--- src/rtl/itfa_pkg.sv ---
// Shared types and constants for the integer to ASCII formatter.
package itfa_pkg;

  localparam int unsigned VALUE_BITS_DEF = 32;
  localparam int unsigned IN_W           = 32;
  localparam int unsigned CHAR_W         = 7;
  localparam int unsigned MUL_W          = 32;
  localparam int unsigned MAX_DIGITS     = 10;
  localparam int unsigned DIG_IDX_W      = $clog2(MAX_DIGITS);
  localparam int unsigned CNT_W          = $clog2(MAX_DIGITS + 2);
  localparam int unsigned PRE_W          = 2;
  localparam int unsigned FIFO_DEPTH     = 2;

  // q = (x * RECIP_10) >> RECIP_SHIFT is exact for any 32-bit x
  localparam logic [MUL_W-1:0] RECIP_10    = 32'hCCCC_CCCD;
  localparam int unsigned      RECIP_SHIFT = 35;

  localparam logic [CHAR_W-1:0] CH_ZERO  = 7'h30;
  localparam logic [CHAR_W-1:0] CH_MINUS = 7'h2D;
  localparam logic [CHAR_W-1:0] CH_LOWA  = 7'h61;
  localparam logic [CHAR_W-1:0] CH_X     = 7'h78;
  localparam logic [3:0]        NIB_TEN  = 4'hA;

  localparam logic OP_DEC = 1'b0;
  localparam logic OP_HEX = 1'b1;

  // One formatted value: digits[k] has weight base^k.
  typedef struct packed {
    logic [MAX_DIGITS-1:0][3:0] digits;
    logic [DIG_IDX_W-1:0]       ndig;
    logic                       neg;
    logic                       hex;
  } itfa_rec_t;

endpackage

--- src/rtl/itfa_fifo.sv ---
// Short record queue between the front and back ends.
module itfa_fifo
  import itfa_pkg::*;
(
  input  logic      clk_i,
  input  logic      rst_ni,
  input  logic      push_i,
  input  itfa_rec_t rec_i,
  output logic      full_o,
  input  logic      pop_i,
  output logic      empty_o,
  output itfa_rec_t head_o
);

  localparam int unsigned PTR_W = $clog2(FIFO_DEPTH);
  localparam int unsigned CNT_BITS = $clog2(FIFO_DEPTH + 1);

  itfa_rec_t            mem_q [FIFO_DEPTH];
  logic [PTR_W-1:0]     wr_q, rd_q;
  logic [CNT_BITS-1:0]  cnt_q;

  assign full_o  = (cnt_q == CNT_BITS'(FIFO_DEPTH));
  assign empty_o = (cnt_q == '0);
  assign head_o  = mem_q[rd_q];

  always_ff @(posedge clk_i or negedge rst_ni) begin
    if (!rst_ni) begin
      wr_q  <= '0;
      rd_q  <= '0;
      cnt_q <= '0;
    end else begin
      if (push_i) wr_q <= (wr_q == PTR_W'(FIFO_DEPTH - 1)) ? '0 : wr_q + PTR_W'(1);
      if (pop_i)  rd_q <= (rd_q == PTR_W'(FIFO_DEPTH - 1)) ? '0 : rd_q + PTR_W'(1);
      if (push_i && !pop_i)      cnt_q <= cnt_q + CNT_BITS'(1);
      else if (pop_i && !push_i) cnt_q <= cnt_q - CNT_BITS'(1);
    end
  end

  always_ff @(posedge clk_i) begin
    if (push_i) mem_q[wr_q] <= rec_i;
  end

endmodule

--- config.mk ---
export PLATFORM = sky130hd
export DESIGN_NAME = itfa_fifo
export DESIGN_NICKNAME = d
export VERILOG_FILES = /design/src/rtl/itfa_pkg.sv /design/src/rtl/itfa_fifo.sv
export SDC_FILE = /design/constraint.sdc
export NUM_CORES = 1
export LEC_CHECK = 0
export CAP_MARGIN = 25
export CORE_ASPECT_RATIO = 1.4
export CORE_UTILIZATION = 60
export CTS_BUF_LIST = sky130_fd_sc_hd__clkbuf_16
export DETAILED_ROUTE_END_ITERATION = 16
export DONT_BUFFER_PORTS = 1
export PLACE_DENSITY = 0.75
export SYNTH_ARGS = -nofsm -noshare
export SYNTH_HDL_FRONTEND = slang
export SYNTH_SLANG_ARGS = --single-unit
export TNS_END_PERCENT = 1
--- constraint.sdc ---
create_clock -name clk_i -period 3.4 [get_ports clk_i]
set_input_delay 0.17 -clock clk_i [delete_from_list [all_inputs] [get_ports clk_i]]
set_output_delay 0.17 -clock clk_i [all_outputs]
set_load 0.01 [all_outputs]
# Word level (Yosys, flattened, before mapping)
# Memories as Yosys holds them, arrays and structs flattened.
# Cells that the tools add are included.
[totals]
inputBits = 50
register_bits = 4
memories = 1
wordCells = 21
ramBits = 92
[memory_table]
columns = ["memory", "words", "width", "rd", "rd_clocked_by_memory_dff", "wr", "line_no", "source"]
rows = [
  ["mem_q", 2, 46, 1, 0, 1, "itfa_fifo.sv:18", "itfa_rec_t mem_q [FIFO_DEPTH];"],
]
[op_classes]
addsub = 4
eq_ne = 1
muxes = 6
reduce_logical = 6
[ops]
columns = ["cell", "count"]
rows = [
  ["$mux W1", 4],
  ["$mux W2", 2],
  ["$add A1 B1 Y1 const B", 2],
  ["$add A2 B1 Y2 const B", 1],
  ["$eq A2 B2 Y1 const B", 1],
  ["$logic_and A1 B1 Y1", 2],
  ["$logic_not A1 Y1", 2],
  ["$logic_not A2 Y1", 1],
  ["$reduce_bool A2 Y1", 1],
  ["$sub A2 B1 Y2 const B", 1],
]

# Longest topological paths before layout
[logic_depth]
word_depth = 4
ltp_mapped = 5
mapped_depth_nobuf = 5

# Worst setup path after synthesis
# OpenSTA, ideal clock, no wires.
[synth_path]
kind = "register -> register"
from = "reg wr_q"
to = "mem mem_q[0][0] in the netlist's numbering, enable pin"
setup_time_ns = 0.455
stages_incl_launch_ff = 2
period_less_slack_ns = 2.912
arrival_ns = 2.457
t_required_ns = 2.945
path_buffers = 0
path_slack_ns = 0.488
path_cell_list = "dfrtp_1 -> nor2b_1"
[synth_lines]
columns = ["element", "line_no", "source"]
rows = [
  ["start: declaration", "itfa_fifo.sv:19", "logic [PTR_W-1:0] wr_q, rd_q;"],
  ["start signal: assignment", "itfa_fifo.sv:32", "if (push_i) wr_q <= (wr_q == PTR_W'(FIFO_DEPTH - 1)) ? '0 : wr_q + PTR_W'(1);"],
  ["end: declaration", "itfa_fifo.sv:18", ""],
]
# No word-level cell before the write port.

==> run metrics <==
status completed; Final TNS setup 0 ns; R2R depth 2; synthesized instance count 159; Worst EP arrival 1.69 ns; # placed instances 226; placed instance area 0.003692 mm²; Crit Reg-Reg Startpoint wr_q; vias in the first global route 1772; CTS max path bufs 2; clk slew on worst S/H paths 0.07 ns; global placement routability congestion 0.6868; syn nets 210; clk root buf clkbuf_16; static leakage power 0.001671 µW; Least-Margin Pin Slew 0.6470 ns; vias 1624; RSZ-0062 raised after global routing false; Setup violations, final 0; reg2reg setup slack 1.64 ns; CP Launch Type flip-flop; CP max FO 34; area delta synth->final 25.78%; WL/cell 20.12 µm; most common cell after layout, fill and taps aside edfxtp_1; GR Util All Layers 20.59%; synth warn 0; global-route wire length before repair 8.804 mm; post-route ant nets 0; H-tree Lvls 3; number of antenna diodes 0; Layout Nets 269; RR Endpoint mem_q[0][27]; Finished Layout Cells 293; Syn Area/Cell 22.83 µm²; register area share after synthesis 78.87%; critical path class reg2out; total grt overflow 0; most frequent cells in the layout edfxtp_1, dlygate4sd3_1, mux2_4; setup bufs post-CTS 0; register bit total from synthesis 96; clock latency on the worst-skew pair 0.33 ns; Vias/cell 5.543; Mapped Area 0.003630 mm²; CTS Buf Count 9; Post-Layout Inst Area 0.004566 mm²; clock sink count 96; PostCTS Resize Cnt 0; num ports 98; Initial Util 61.91%; data required time at the worst endpoint 3.23 ns; Compound-Gate Fraction of Synth Area 0%; Initial DRC Count 109; # fillers 311; Routed WL 5.894 mm; Slew HR 56.78%; fraction of synthesized area in multiplexers 17.37%; DRC 0; PD cells 821.0 mW/mm²; Post-Synth Simple-Gate Area 0.7239%; Max-Cap Viols 0; WHS 0.1182 ns; fin crit period 1.863 ns; die area 0.006369 mm²; Core Footprint 0.005863 mm²; fin. max-slew vios 0; port bufs 0; Adder-Cell Fraction of Synth Area 0.3447%; antenna violations before repair 0; final hold vios 0; Synth cell types 13; Tcrit/Tclk final 54.80%; XOR/XNOR share of the synthesized area 1.206%; HPWL Detailed 3.516 mm; Hold Crit Class in2async; Fmax 536.7 MHz; Fin Clk Skew 0.004807 ns; Die Span Y 94.03 µm; maximum vdd drop 538.8 µV; num rows 33; main combinational cell family by area after synthesis multiplexers; TritonCTS clock tree yes; die width 67.74 µm; Setup crit end kind output port; largest net degree at the start of global routing 47; fraction of layout cells with a size suffix above 1 29.60%; DR pass1 iterations 4
what timing repair did:
item / in CTS / in global routing
hold buffers: 49 / 0
setup endpoints to repair: 0 / 0
hold endpoints to repair: 98 / 0
kinds of logic after synthesis:
logic type	count (synthesis)
xor gates and xnor gates	5
adders and majority gates	1
buffers and inverters	6
DFF	96
muxes	46
and+or+nand+nor	5
worst max-delay path by stage:
stage	from	to	slack [ns]	cells past startpoint
after floorplan	wr_q	mem_q[0][0]	0.49	1
after global placement	rd_q	head_o[8]	1.51	2
after detailed placement	rd_q	head_o[6]	1.45	2
after CTS	rd_q	head_o[6]	1.09	2
after global routing	rd_q	head_o[12]	1.47	3
final	rd_q	head_o[12]	1.54	3
metal layers:
layer / GRT usage, % / vias up / wire, µm
li1: - / 740 / -
met1: 21.27 / 798 / 2047
met2: 34.41 / 76 / 3225
met3: 7.646 / 10 / 493
met4: 12.23 / 0 / 127
met5: 0 / - / 0
cell type report:
cell class	count	area, µm²	share of cell area [%]
Inverter	1	3.754	0.08221
Multi-Input combinational cell	57	721.9	15.81
Clock inverter	7	110.1	2.412
Sequential cell	96	2864	62.73
Timing Repair Buffer	53	553.0	12.11
Clock buffer	9	225.2	4.933
Tap cell	70	87.58	1.918
synthesized netlist by cell type (all sizes together):
master | instances | area (µm²)
edfxtp | 92 | 2763
mux2 | 46 | 630.6
buf | 5 | 50.04
dfrtp | 4 | 100.1
xor2 | 4 | 35.03
nor2 | 2 | 7.510
nor2b | 2 | 12.51
and2 | 1 | 6.260
ha | 1 | 12.51
inv | 1 | 3.750
xnor2 | 1 | 8.760
flip-flops by register name (all words and copies together) (netlist names):
| name | cells |
|---|---|
| cnt_q | 2 |
| mem_q | 92 |
| rd_q | 1 |
| wr_q | 1 |
metrics by stage:
stage | total power (µW) | setup WS [ns] | util (%)
finish | 3748 | 1.537 | 77.87
detailed placement | 2574 | 1.454 | 62.97
floorplan | 2464 | 0.4883 | -
global placement | 2534 | 1.511 | 62.97
global route | 3889 | 1.473 | 77.87
CTS | 3726 | 1.089 | 77.06
critical path, cell delays in order, from the launching register on:
cell and delay, ns:
dfrtp_2 0.44, buf_12 0.26, buf_4 0.28, mux2_4 0.36
where the power goes:
group | switching [µW] | internal (µW)
Sequential | 91.2 | 1580
Combinational | 516 | 467
Clock | 386 | 713
No activity file was read; power rests on OpenSTA's default activity.
