## src/rtl/itfa_pkg.sv

```systemverilog
// Shared types and constants for the integer to ASCII formatter.
package itfa_pkg;

  localparam int unsigned VALUE_BITS_DEF = 32;
  localparam int unsigned IN_W           = 32;
  localparam int unsigned CHAR_W         = 7;
  localparam int unsigned MUL_W          = 32;
  localparam int unsigned MAX_DIGITS     = 10;
  localparam int unsigned DIG_IDX_W      = $clog2(MAX_DIGITS);
  localparam int unsigned CNT_W          = $clog2(MAX_DIGITS + 2);
  localparam int unsigned PRE_W          = 2;
  localparam int unsigned FIFO_DEPTH     = 2;

  // q = (x * RECIP_10) >> RECIP_SHIFT is exact for any 32-bit x
  localparam logic [MUL_W-1:0] RECIP_10    = 32'hCCCC_CCCD;
  localparam int unsigned      RECIP_SHIFT = 35;

  localparam logic [CHAR_W-1:0] CH_ZERO  = 7'h30;
  localparam logic [CHAR_W-1:0] CH_MINUS = 7'h2D;
  localparam logic [CHAR_W-1:0] CH_LOWA  = 7'h61;
  localparam logic [CHAR_W-1:0] CH_X     = 7'h78;
  localparam logic [3:0]        NIB_TEN  = 4'hA;

  localparam logic OP_DEC = 1'b0;
  localparam logic OP_HEX = 1'b1;

  // One formatted value: digits[k] has weight base^k.
  typedef struct packed {
    logic [MAX_DIGITS-1:0][3:0] digits;
    logic [DIG_IDX_W-1:0]       ndig;
    logic                       neg;
    logic                       hex;
  } itfa_rec_t;

endpackage

```

## src/rtl/itfa_back.sv

```systemverilog
// Back end: walks a digit record and emits one character per word.
module itfa_back
  import itfa_pkg::*;
(
  input  logic              clk_i,
  input  logic              rst_ni,
  input  logic              empty_i,
  input  itfa_rec_t         head_i,
  output logic              pop_o,
  output logic              out_valid_o,
  input  logic              out_ready_i,
  output logic [CHAR_W-1:0] out_char_o,
  output logic              out_last_o
);

  logic [CNT_W-1:0]     idx_q;
  logic                 valid_q;
  logic [CHAR_W-1:0]    char_q;
  logic                 last_q;

  logic [PRE_W-1:0]     pre;
  logic [CNT_W-1:0]     total;
  logic [CNT_W-1:0]     dpos;
  logic [DIG_IDX_W-1:0] dsel;
  logic [3:0]           dig;
  logic [CHAR_W-1:0]    dig_ch, ch;
  logic                 is_last, load;

  assign pre   = head_i.hex ? PRE_W'(2) : (head_i.neg ? PRE_W'(1) : PRE_W'(0));
  assign total = CNT_W'(pre) + CNT_W'(head_i.ndig);
  // digits go out from the most significant one down
  assign dpos  = total - CNT_W'(1) - idx_q;
  assign dsel  = dpos[DIG_IDX_W-1:0];
  assign dig   = head_i.digits[dsel];
  assign dig_ch = (dig >= NIB_TEN) ? CH_LOWA + CHAR_W'(dig - NIB_TEN)
                                   : CH_ZERO + CHAR_W'(dig);

  always_comb begin
    if (idx_q < CNT_W'(pre)) begin
      if (head_i.hex) ch = (idx_q == '0) ? CH_ZERO : CH_X;
      else            ch = CH_MINUS;
    end else begin
      ch = dig_ch;
    end
  end

  assign is_last = (idx_q == total - CNT_W'(1));
  assign load    = !empty_i && (!valid_q || out_ready_i);
  assign pop_o   = load && is_last;

  assign out_valid_o = valid_q;
  assign out_char_o  = char_q;
  assign out_last_o  = last_q;

  always_ff @(posedge clk_i or negedge rst_ni) begin
    if (!rst_ni) begin
      idx_q   <= '0;
      valid_q <= 1'b0;
    end else begin
      if (load) begin
        valid_q <= 1'b1;
        idx_q   <= is_last ? '0 : idx_q + CNT_W'(1);
      end else if (out_ready_i) begin
        valid_q <= 1'b0;
      end
    end
  end

  always_ff @(posedge clk_i) begin
    if (load) begin
      char_q <= ch;
      last_q <= is_last;
    end
  end

endmodule

```

## config.mk

```make
export PLATFORM = sky130hd
export DESIGN_NAME = itfa_back
export DESIGN_NICKNAME = d
export VERILOG_FILES = /design/src/rtl/itfa_pkg.sv /design/src/rtl/itfa_back.sv
export SDC_FILE = /design/constraint.sdc
export NUM_CORES = 1
export LEC_CHECK = 0
export BUFFER_PORTS_ARGS = -buffer_cell sky130_fd_sc_hd__buf_2
export CORE_MARGIN = 1
export CORE_UTILIZATION = 35
export DETAILED_ROUTE_END_ITERATION = 12
export PLACE_DENSITY = 0.68
export SYNTH_ARGS = -nofsm -noshare
export SYNTH_HDL_FRONTEND = slang
export SYNTH_SLANG_ARGS = --single-unit
export TNS_END_PERCENT = 30
```

## constraint.sdc

```tcl
create_clock -name clk_i -period 3.7 [get_ports clk_i]
set_input_delay 0.185 -clock clk_i [delete_from_list [all_inputs] [get_ports clk_i]]
set_output_delay 0.185 -clock clk_i [all_outputs]
set_load 0.02 [all_outputs]
```

---- Word level (Yosys, flattened, before mapping) ----
Index checks and enable logic that the tools add are counted.
storage, ports and cells
  bits in writable memories ............... 0
  input bits .............................. 50
  register bits ........................... 13
  memories ................................ 0
  bits in latches ......................... 0
  ROM bits ................................ 0
  output and inout port bits .............. 10
  word-level logic and storage cells ...... 33
operators by class
  reduce and logical (&&, ||, !) cells .... 7
  order comparisons ....................... 3
  $add $sub $neg .......................... 7
  bitwise operators ....................... 0
  equal/unequal tests ..................... 1
  multipliers ............................. 0
  mux-type cells .......................... 11
  shift operators ......................... 0
  div/mod/pow operators ................... 0
operator list
  kind                                                                  count
  7-bit two-way mux                                                     4
  4-bit binary-select mux with 4-bit select                             1
  4-bit two-way mux                                                     2
  6-bit by 4-bit adder with 7-bit output, first input constant          1
  6-bit by 5-bit adder with 7-bit output, first input constant          1
  4-bit by 5-bit < comparator with 1-bit output, second input constant  1
  4-bit by 4-bit subtractor with 5-bit output, second input constant    1
  2-bit by 4-bit adder with 4-bit output                                1
  4-bit by 1-bit adder with 4-bit output, second input constant         1
  4-bit equality test                                                   1
  4-bit greater-or-equal comparator, second input constant              1
  4-bit zero test                                                       1
  4-bit by 2-bit < comparator with 1-bit output                         1
  4-bit by 1-bit subtractor with 4-bit output, second input constant    1
  4-bit subtractor                                                      1
  1-bit two-way mux                                                     3
  1-bit logical AND                                                     2
  1-bit zero test                                                       2
  2-bit two-way mux                                                     1
  2-bit nonzero test                                                    1
  1-bit logical OR                                                      1

---- Logic depth before layout (Yosys ltp) ----
Gate-level depths: netlist (run 1).
  depth after elaboration ................. 11
  depth in mapped cells ................... 17
  mapped depth without buffers ............ 17

---- Worst setup path after synthesis (run 1) ----
Ideal clock, no wire load.
  path kind ............................... input-to-reg
  start ................................... in head_i[0] in the netlist's numbering
  end ..................................... reg char_q[1] (netlist: out_char_o[1]), data pin
  stages on the path ...................... 15
  data arrival time ....................... 3.330 ns
  setup slack ............................. 0.077 ns
  path buffers ............................ 0
  setup time .............................. 0.293 ns
  data required time ...................... 3.407 ns
  cell sequence ........................... inv_2 -> ha_1 -> inv_1 -> ha_1 -> inv_1 -> fa_1 -> inv_1 -> ha_1 -> xnor2_1 -> mux4_2 -> mux2i_1 -> nand2_1 -> a221oi_4 -> mux2i_1 -> nor2_1
between the ends
  word-level cells in the longest chain between the ends .. 10
  elaborated cells between the ends (all ways) .. 14
  classes of those cells .................. add/sub: 6; order compare: 2; mux: 6
ends and longest elaborated chain
  what                                         line             source
  start, declared                              itfa_back.sv:8   input itfa_rec_t head_i,
  2-bit two-way mux                            itfa_back.sv:29  assign pre = head_i.hex ? PRE_W'(2) : (head_i.neg ? PRE_W'(1) : PRE_W'(0));
  2-bit by 4-bit adder with 4-bit output       itfa_back.sv:30  assign total = CNT_W'(pre) + CNT_W'(head_i.ndig);
  4-bit by 1-bit subtractor with 4-bit output  itfa_back.sv:32  assign dpos = total - CNT_W'(1) - idx_q;
  4-bit subtractor                             itfa_back.sv:32
  4-bit binary-select mux with 4-bit select    itfa_back.sv:34  assign dig = head_i.digits[dsel];
  4-bit two-way mux (implied by the code)      itfa_back.sv:34
  4-bit by 4-bit subtractor with 5-bit output  itfa_back.sv:35  assign dig_ch = (dig >= NIB_TEN) ? CH_LOWA + CHAR_W'(dig - NIB_TEN)
  6-bit by 5-bit adder with 7-bit output       itfa_back.sv:35
  7-bit two-way mux                            itfa_back.sv:35
  7-bit two-way mux (*)                        itfa_back.sv:39  if (idx_q < CNT_W'(pre)) begin
  end signal, assigned                         itfa_back.sv:71  char_q <= ch;
  end, declared                                itfa_back.sv:18  logic [CHAR_W-1:0] char_q;
Mark *: on every way between the ends. The rest lies on a longest branch, timed or not. The select of a mux whose other input is x is not followed.
A chain may end at the register's enable or synchronous reset.

---- Worst setup path in the final report (run 1) ----
Same ends and word-level chain as after synthesis.

==> results of run 1 <==
==> worst max-delay path: cells and delay by family <==
family	cells	cell delay [ps]
xor+xnor	1	180
simple gates	2	190
compound gates	3	810
mux	2	380
buf+inv	6	460
fa+ha+maj	4	1220
==> metrics by stage <==
step	power (mW)	instances	utilization	cell area, sq um
global route	2.23	261	0.502	1850
floorplan	1.43	140	-	1350
global placement	1.87	256	0.484	1790
detailed placement	1.90	256	0.484	1790
CTS	2.03	261	0.499	1840
finish	2.02	261	0.502	1850
==> logic make-up after synthesis <==
kind of cell,after synthesis,share of synthesized area
adders and majority gates,12,0.122
muxes,20,0.197
xor gates and xnor gates,7,0.0649
and+or+nand+nor,45,0.156
AOI/OAI and AO/OA,26,0.141
buffers and inverters,17,0.0482
DFF,13,0.271
==> routing by layer <==
layer	routed length (um)	up-vias	GRT usage
met4	44	0	0.0667
met5	0	-	0
met3	175	5	0.0214
li1	-	659	-
met1	1280	584	0.189
met2	1420	44	0.291
==> power groups by stage <==
| stage | clock network [mW] | registers (mW) | logic, mW |
|---|---|---|---|
| CTS | 0.125 | 0.307 | 1.59 |
| global placement | 0 | 0.308 | 1.56 |
| detailed placement | 0 | 0.309 | 1.59 |
| floorplan | 0 | 0.352 | 1.07 |
| finish | 0.124 | 0.306 | 1.59 |
| global route | 0.133 | 0.313 | 1.78 |
==> sequential cells by signal, summed over array words and instances, names as in the netlist <==
name         cells
out_valid_o      1
out_last_o       1
out_char_o       7
idx_q            4
==> layout make-up <==
cell class              count  area [sq um]  share of cell area
clock buffers               4          45.0              0.0243
inverters                  13          48.8              0.0264
multi-input cells         110           928               0.502
flip-flops and latches     13           365               0.197
well taps                  48          60.1              0.0325
repair buffers             73           403               0.218
==> cell usage after synthesis (4+ instances only) <==
cell type and n:
nand3_1 6, ha_1 10, nor3_1 4, dfrtp_1 5
mux4_2 5, inv_1 11, o21ai_0 6, edfxtp_1 8
nor2_1 5, mux2i_1 12, nand2_1 19, nor2b_1 5
==> timing repair <==
| item | in CTS | in global routing |
|---|---|---|
| hold endpoints to repair | 5 | 0 |
| hold buffers | 1 | 0 |
| setup endpoints to repair | 0 | 6 |
| resized for setup | 0 | 2 |
==> worst min-delay path by stage <==
stage                       end  slack [ps]
floorplan              idx_q[0]        -110
global placement       idx_q[0]       0.006
detailed placement     idx_q[1]           3
CTS                 out_valid_o         100
global route        out_valid_o         110
finish              out_valid_o         100
==> run_summary.xml, run 1 <==
<?xml version="1.0" encoding="UTF-8"?>
<metrics>
  <group name="cts">
    <metric name="cts_setup_buffers" unit="">0</metric>
    <metric name="cts.clk_slew.worst_paths" unit="ps">50</metric>
    <metric name="cts_inserted_buffers" unit="">3</metric>
    <metric name="clockBufferDepth" unit="">2</metric>
    <metric name="cts_tree" unit="">done</metric>
    <metric name="ctsRootBufferMaster" unit="">clkbuf_8</metric>
    <metric name="cts_num_sinks" unit="">13</metric>
    <metric name="ctsHtreeMaxLevel" unit="">1</metric>
    <metric name="clkLatencyLatePin" unit="ps">240</metric>
  </group>
  <group name="power_and_ir_drop">
    <metric name="clkPwrFrac" unit="">0.062</metric>
    <metric name="p_per_area" unit="mW/mm^2">1090</metric>
    <metric name="comb_power_share" unit="">0.787</metric>
    <metric name="pleak" unit="nW">0.892</metric>
    <metric name="net-switching-power" unit="mW">0.888</metric>
    <metric name="power.share.switching" unit="">0.439</metric>
    <metric name="pwr-share-seq" unit="">0.151</metric>
    <metric name="worst_ir_drop_vdd" unit="uV">538</metric>
    <metric name="cellInternalPower" unit="mW">1.13</metric>
  </group>
  <group name="status">
    <metric name="result_of_the_run" unit="">complete, no violations</metric>
  </group>
  <group name="critical_path">
    <metric name="worstSetupStartpointType" unit="">input pin</metric>
    <metric name="path_max_fanout" unit="">8</metric>
    <metric name="timing.critical_path.to" unit="">out_char_o[1]</metric>
    <metric name="criticalPathCategory" unit="">input pin to flop</metric>
    <metric name="launch_point_of_the_worst_reg_to_reg_path" unit="">idx_q[0]</metric>
    <metric name="critical_path.max_stage_delay" unit="ps">470</metric>
    <metric name="worst-endpoint-arrival" unit="ps">3440</metric>
    <metric name="worstPathRequired" unit="ps">3690</metric>
    <metric name="r2r_slack" unit="ps">350</metric>
    <metric name="timing.critical_path.cells" unit="">buf_2 &gt; inv_2 &gt; ha_1 &gt; inv_1 &gt; ha_1 &gt; inv_1 &gt; fa_1 &gt; inv_1 &gt; ha_1 &gt; xor2_1 &gt; buf_4 &gt; a2111oi_1 &gt; a31oi_1 &gt; nand2_1 &gt; mux2i_1 &gt; a221oi_4 &gt; mux2i_1 &gt; nor2_1</metric>
    <metric name="worst-r2r-cell-count" unit="">11</metric>
    <metric name="worst_path_max_delay_cell" unit="">fa_1</metric>
    <metric name="crit_path_end_kind" unit="">flop</metric>
    <metric name="capturing_point_of_the_worst_reg2reg_path" unit="">out_char_o[1]</metric>
    <metric name="worst_setup_path_startpoint" unit="">head_i[0]</metric>
  </group>
  <group name="floorplanning">
    <metric name="design.die.area" unit="sq mm">0.00411</metric>
    <metric name="start_util" unit="">0.366</metric>
    <metric name="design.core.area" unit="sq mm">0.00369</metric>
    <metric name="fp-row-count" unit="">22</metric>
    <metric name="design.portCount" unit="">60</metric>
    <metric name="floorplan.die.height" unit="um">64.1</metric>
    <metric name="die_w" unit="um">64.1</metric>
  </group>
  <group name="timing">
    <metric name="fin_crit" unit="ps">3440</metric>
    <metric name="setup_viol" unit="">0</metric>
    <metric name="timing.final.crit_share" unit="">0.931</metric>
    <metric name="holdWs" unit="ps">98.1</metric>
    <metric name="finalSetupTns" unit="ps">0</metric>
    <metric name="max_frequency" unit="MHz">290</metric>
    <metric name="skew" unit="ps">4.65</metric>
    <metric name="rsz0062_at_grt" unit="">false</metric>
    <metric name="final-max-slew-violation-count" unit="">0</metric>
    <metric name="timing_hold_violations_final" unit="">0</metric>
    <metric name="timing.max_slew.rel_slack" unit="">0.731</metric>
    <metric name="setup_ws" unit="ps">257</metric>
    <metric name="worst_pin_slew" unit="ps">404</metric>
  </group>
  <group name="global_routing">
    <metric name="grt_max_degree" unit="">13</metric>
    <metric name="antenna_found_initial" unit="">0</metric>
    <metric name="global_route_wire_length_before_repair" unit="um">5180</metric>
    <metric name="via_count_of_the_first_global_routing_pass" unit="">1278</metric>
    <metric name="globalRouteTotalUtil" unit="">0.161</metric>
    <metric name="grt_overflow_total" unit="">0</metric>
  </group>
  <group name="cells_and_area">
    <metric name="layout-drive-gt1-share" unit="">0.413</metric>
    <metric name="fill_cells" unit="">374</metric>
    <metric name="syn2layout_area_growth" unit="%">37.1</metric>
    <metric name="most_common_library_cell_in_the_layout_ignoring_fill_and_taps" unit="">buf_2</metric>
    <metric name="mostFrequentLayoutCells" unit="">59 x buf_2, 19 x nand2_1, 13 x buf_4</metric>
    <metric name="finalNetCount" unit="">276</metric>
    <metric name="antenna_cells_inserted" unit="">0</metric>
  </group>
  <group name="placement">
    <metric name="detailed_place_hpwl" unit="um">2560</metric>
    <metric name="port-buffer-count" unit="">59</metric>
    <metric name="gp_congestion" unit="">0.828</metric>
    <metric name="pre_cts_ws" unit="ps">-140</metric>
  </group>
  <group name="min_path">
    <metric name="worst_hold_path_type" unit="">input pin to flop</metric>
    <metric name="worst_hold_startpoint" unit="">empty_i</metric>
    <metric name="hold_depth" unit="">2</metric>
  </group>
  <group name="synthesis">
    <metric name="synth_seq_area_share" unit="">0.271</metric>
    <metric name="post_synth_instance_area" unit="sq mm">0.00135</metric>
    <metric name="post_synth_edffs" unit="">8</metric>
    <metric name="ys_seq_elements" unit="">13</metric>
    <metric name="synth.net_count" unit="">202</metric>
    <metric name="post_synth_inst_count" unit="">140</metric>
    <metric name="yosys_most_used_dff" unit="">edfxtp_1</metric>
    <metric name="yosysWarningCount" unit="">0</metric>
    <metric name="synthesis.area_per_instance" unit="sq um">9.64</metric>
    <metric name="yosysUniqueCellTypes" unit="">39</metric>
    <metric name="synth_top_area_frac" unit="">0.178</metric>
    <metric name="async_flop_share" unit="">0.385</metric>
    <metric name="post-synth-top-area-cell" unit="">edfxtp_1</metric>
    <metric name="synth_area_leaders" unit="">edfxtp_1 18%, dfrtp_1 9.3%, ha_1 9.3%, mux2i_1 8.9%, mux4_2 8.3%</metric>
  </group>
  <group name="route">
    <metric name="routed_wl" unit="um">2920</metric>
    <metric name="drt_pre_antenna_iters" unit="">4</metric>
    <metric name="routed_antenna_nets" unit="">0</metric>
    <metric name="viasPerCell" unit="">4.95</metric>
    <metric name="detail_route.iter0.violations" unit="">49</metric>
    <metric name="drcViolationCount" unit="">0</metric>
    <metric name="via_count" unit="">1292</metric>
    <metric name="routedWlPerCell" unit="um">11.2</metric>
  </group>
  <group name="run">
    <metric name="timing.max_cap.violations" unit="">0</metric>
  </group>
</metrics>
Power figures use the tool's default switching activity.
==> run 2: changes to the inputs <==
--- a/config.mk
+++ b/config.mk
@@ -5,11 +5,12 @@
 export SDC_FILE = /design/constraint.sdc
 export NUM_CORES = 1
 export LEC_CHECK = 0
+export ABC_AREA = 1
 export BUFFER_PORTS_ARGS = -buffer_cell sky130_fd_sc_hd__buf_2
 export CORE_MARGIN = 1
 export CORE_UTILIZATION = 35
 export DETAILED_ROUTE_END_ITERATION = 12
-export PLACE_DENSITY = 0.68
+export PLACE_DENSITY = 0.67
 export SYNTH_ARGS = -nofsm -noshare
 export SYNTH_HDL_FRONTEND = slang
 export SYNTH_SLANG_ARGS = --single-unit
==> run_summary.xml, run 2 <==
<?xml version="1.0" encoding="UTF-8"?>
<metrics>
  <group name="status">
    <metric name="result_of_the_run" unit="">complete, no violations</metric>
  </group>
  <group name="timing">
    <metric name="fin_crit" unit="ps">3260</metric>
    <metric name="rsz0062_at_grt" unit="">false</metric>
    <metric name="max_frequency" unit="MHz">307</metric>
    <metric name="worst_pin_slew" unit="ps">404</metric>
    <metric name="setup_viol" unit="">0</metric>
    <metric name="timing_hold_violations_final" unit="">0</metric>
    <metric name="final-max-slew-violation-count" unit="">0</metric>
    <metric name="skew" unit="ps">4.24</metric>
    <metric name="timing.max_slew.rel_slack" unit="">0.729</metric>
    <metric name="timing.final.crit_share" unit="">0.881</metric>
    <metric name="finalSetupTns" unit="ps">0</metric>
  </group>
  <group name="synthesis">
    <metric name="post-synth-top-count-cell" unit="">nand2_1</metric>
    <metric name="synth.net_count" unit="">303</metric>
    <metric name="ys_seq_elements" unit="">13</metric>
    <metric name="post-synth-top-area-cell" unit="">nand2_1</metric>
    <metric name="synth_top_area_frac" unit="">0.215</metric>
    <metric name="synth_area_leaders" unit="">nand2_1 21%, edfxtp_1 16%, nand3_1 11%, dfrtp_1 8.2%, ha_1 8.2%</metric>
    <metric name="post_synth_instance_area" unit="sq mm">0.00152</metric>
    <metric name="yosys_most_used_dff" unit="">edfxtp_1</metric>
    <metric name="post_synth_edffs" unit="">8</metric>
    <metric name="synthesis.area_per_instance" unit="sq um">6.31</metric>
    <metric name="yosysWarningCount" unit="">0</metric>
    <metric name="post_synth_inst_count" unit="">241</metric>
    <metric name="async_flop_share" unit="">0.385</metric>
    <metric name="synth_seq_area_share" unit="">0.240</metric>
    <metric name="yosysUniqueCellTypes" unit="">27</metric>
    <metric name="yosys-top-cells-count" unit="">87 x nand2_1, 34 x nand3_1, 31 x inv_1</metric>
  </group>
  <group name="cts">
    <metric name="ctsHtreeMaxLevel" unit="">1</metric>
    <metric name="cts_tree" unit="">done</metric>
    <metric name="clockBufferDepth" unit="">2</metric>
    <metric name="cts_inserted_buffers" unit="">3</metric>
    <metric name="cts_num_sinks" unit="">13</metric>
    <metric name="ctsRootBufferMaster" unit="">clkbuf_8</metric>
    <metric name="cts_setup_buffers" unit="">0</metric>
    <metric name="clkLatencyLatePin" unit="ps">240</metric>
    <metric name="cts.clk_slew.worst_paths" unit="ps">50</metric>
  </group>
  <group name="critical_path">
    <metric name="path_max_fanout" unit="">6</metric>
    <metric name="worstSetupStartpointType" unit="">input pin</metric>
    <metric name="criticalPathCategory" unit="">input pin to flop</metric>
    <metric name="crit_path_end_kind" unit="">flop</metric>
    <metric name="worstPathRequired" unit="ps">3690</metric>
    <metric name="worst-endpoint-arrival" unit="ps">3250</metric>
  </group>
  <group name="run">
    <metric name="timing.max_cap.violations" unit="">0</metric>
  </group>
  <group name="route">
    <metric name="routed_antenna_nets" unit="">0</metric>
    <metric name="drcViolationCount" unit="">0</metric>
    <metric name="drt_pre_antenna_iters" unit="">4</metric>
    <metric name="detail_route.iter0.violations" unit="">69</metric>
    <metric name="routed_wl" unit="um">3320</metric>
    <metric name="routedWlPerCell" unit="um">9.36</metric>
    <metric name="via_count" unit="">1627</metric>
    <metric name="viasPerCell" unit="">4.60</metric>
  </group>
  <group name="cells_and_area">
    <metric name="antenna_cells_inserted" unit="">0</metric>
    <metric name="mostFrequentLayoutCells" unit="">87 x nand2_1, 59 x buf_2, 34 x nand3_1</metric>
    <metric name="largest_register_ff_count" unit="">7</metric>
    <metric name="layout-drive-gt1-share" unit="">0.263</metric>
    <metric name="finalNetCount" unit="">367</metric>
    <metric name="stdcell_count" unit="">354</metric>
    <metric name="multi_input_comb_area" unit="sq um">988</metric>
    <metric name="fill_cells" unit="">423</metric>
    <metric name="syn2layout_area_growth" unit="%">26.2</metric>
    <metric name="postLayoutCellArea" unit="sq mm">0.00192</metric>
    <metric name="most_common_library_cell_in_the_layout_ignoring_fill_and_taps" unit="">nand2_1</metric>
    <metric name="area_occupied_by_registers" unit="sq um">365</metric>
  </group>
  <group name="power_and_ir_drop">
    <metric name="pleak" unit="nW">1.08</metric>
    <metric name="worst_ir_drop_vdd" unit="uV">405</metric>
    <metric name="design_power_total" unit="mW">1.93</metric>
    <metric name="p_per_area" unit="mW/mm^2">1010</metric>
  </group>
  <group name="min_path">
    <metric name="worst_hold_path_type" unit="">input pin to flop</metric>
  </group>
  <group name="floorplanning">
    <metric name="design.portCount" unit="">60</metric>
    <metric name="design.core.area" unit="sq mm">0.00409</metric>
    <metric name="die_w" unit="um">67.9</metric>
    <metric name="design.die.area" unit="sq mm">0.00461</metric>
    <metric name="floorplan.die.height" unit="um">67.9</metric>
    <metric name="fp-row-count" unit="">23</metric>
    <metric name="start_util" unit="">0.372</metric>
  </group>
  <group name="placement">
    <metric name="placed_cells" unit="">349</metric>
    <metric name="gp_congestion" unit="">0.817</metric>
    <metric name="port-buffer-count" unit="">59</metric>
    <metric name="detailed_place_hpwl" unit="um">2830</metric>
    <metric name="place_area" unit="sq mm">0.00187</metric>
  </group>
  <group name="global_routing">
    <metric name="global_route_wire_length_before_repair" unit="um">5540</metric>
    <metric name="antenna_found_initial" unit="">0</metric>
    <metric name="grt_max_degree" unit="">24</metric>
    <metric name="via_count_of_the_first_global_routing_pass" unit="">1385</metric>
    <metric name="globalRouteTotalUtil" unit="">0.151</metric>
    <metric name="grt_overflow_total" unit="">0</metric>
  </group>
</metrics>
-- run 2: cell types whose count changed after synthesis, moves of 4 or more --
cell	delta
inv_1	+20
mux2i_1	-12
mux4_2	-5
nand2_1	+68
nand2_2	+5
nand3_1	+28
nor2_1	+15
nor2b_1	-4
nor3_1	-4
-- run 2: final cells by class --
type | count | area share
Multi-Input combinational cell | 190 | 0.515
Sequential cell | 13 | 0.190
Clock buffer | 4 | 0.0235
Timing Repair Buffer | 64 | 0.175
Tap cell | 50 | 0.0326
Inverter | 33 | 0.0645
-- run 2: final timing paths --
path | cells past startpoint | endpoint | startpoint | slack (ps)
setup / recovery | 25 | out_char_o[0] | head_i[0] | 440
hold / removal | 2 | out_valid_o | empty_i | 120
setup reg to reg | 18 | out_char_o[0] | idx_q[0] | 660
hold reg to reg | 2 | out_valid_o | out_valid_o | 500
max in group asynchronous | 2 | idx_q[0] | rst_ni | 3280
min in group asynchronous | 2 | idx_q[3] | rst_ni | 290
-- run 2: cells by family after synthesis --
logic type,after synthesis,share of synthesized area
simple gates,153,0.434
fa+ha+maj,12,0.109
xor+xnor,5,0.0337
compound gates,20,0.0732
buf+inv,38,0.110
flops,13,0.240
-- run 2: critical path, stage by stage --
cell and delay [ps]:
buf_2 110, inv_1 100, nand2_1 90, ha_1 180, inv_1 50, ha_1 120, inv_1 50, fa_1 480
inv_1 40, ha_1 360, nand2_1 140, nand2_1 60, nor2b_1 170, nand2_2 140, nand2_4 100, nand2_1 60
nand2_1 130, inv_1 70, ha_1 220, nand3_1 100, nand2_2 70, nand2_1 60, nand2_1 50, nand2_1 50
nand2_1 50
-- run 2: what timing repair did --
item	4_1_cts	5_1_grt
resized for setup	0	0
endpoints found under the hold margin	5	0
hold buffers	1	0
-- run 2: layer usage --
layer	wire length, um	vias up	track usage
met4	25	0	0.0391
met1	1610	671	0.209
met2	1480	63	0.252
li1	-	889	-
met5	0	-	0
met3	197	4	0.00667
-- run 2: report_power, final --
| part | internal (mW) | total, mW | leakage, nW | switching (mW) |
|---|---|---|---|---|
| sequential | 0.264 | 0.299 | 0.134 | 0.0359 |
| clock | 0.0756 | 0.120 | 0.0228 | 0.0440 |
| combinational | 0.546 | 1.51 | 0.920 | 0.967 |
| total | 0.885 | 1.93 | 1.08 | 1.05 |
-- run 2: per-stage QoR --
stage               worst slack (ps)   util  hold WS [ps]
floorplan                        541      -          -111
global placement                 279  0.457          2.99
detailed placement               171  0.457          4.04
CTS                              419  0.470           120
global route                    61.4  0.470           124
finish                           440  0.470           121
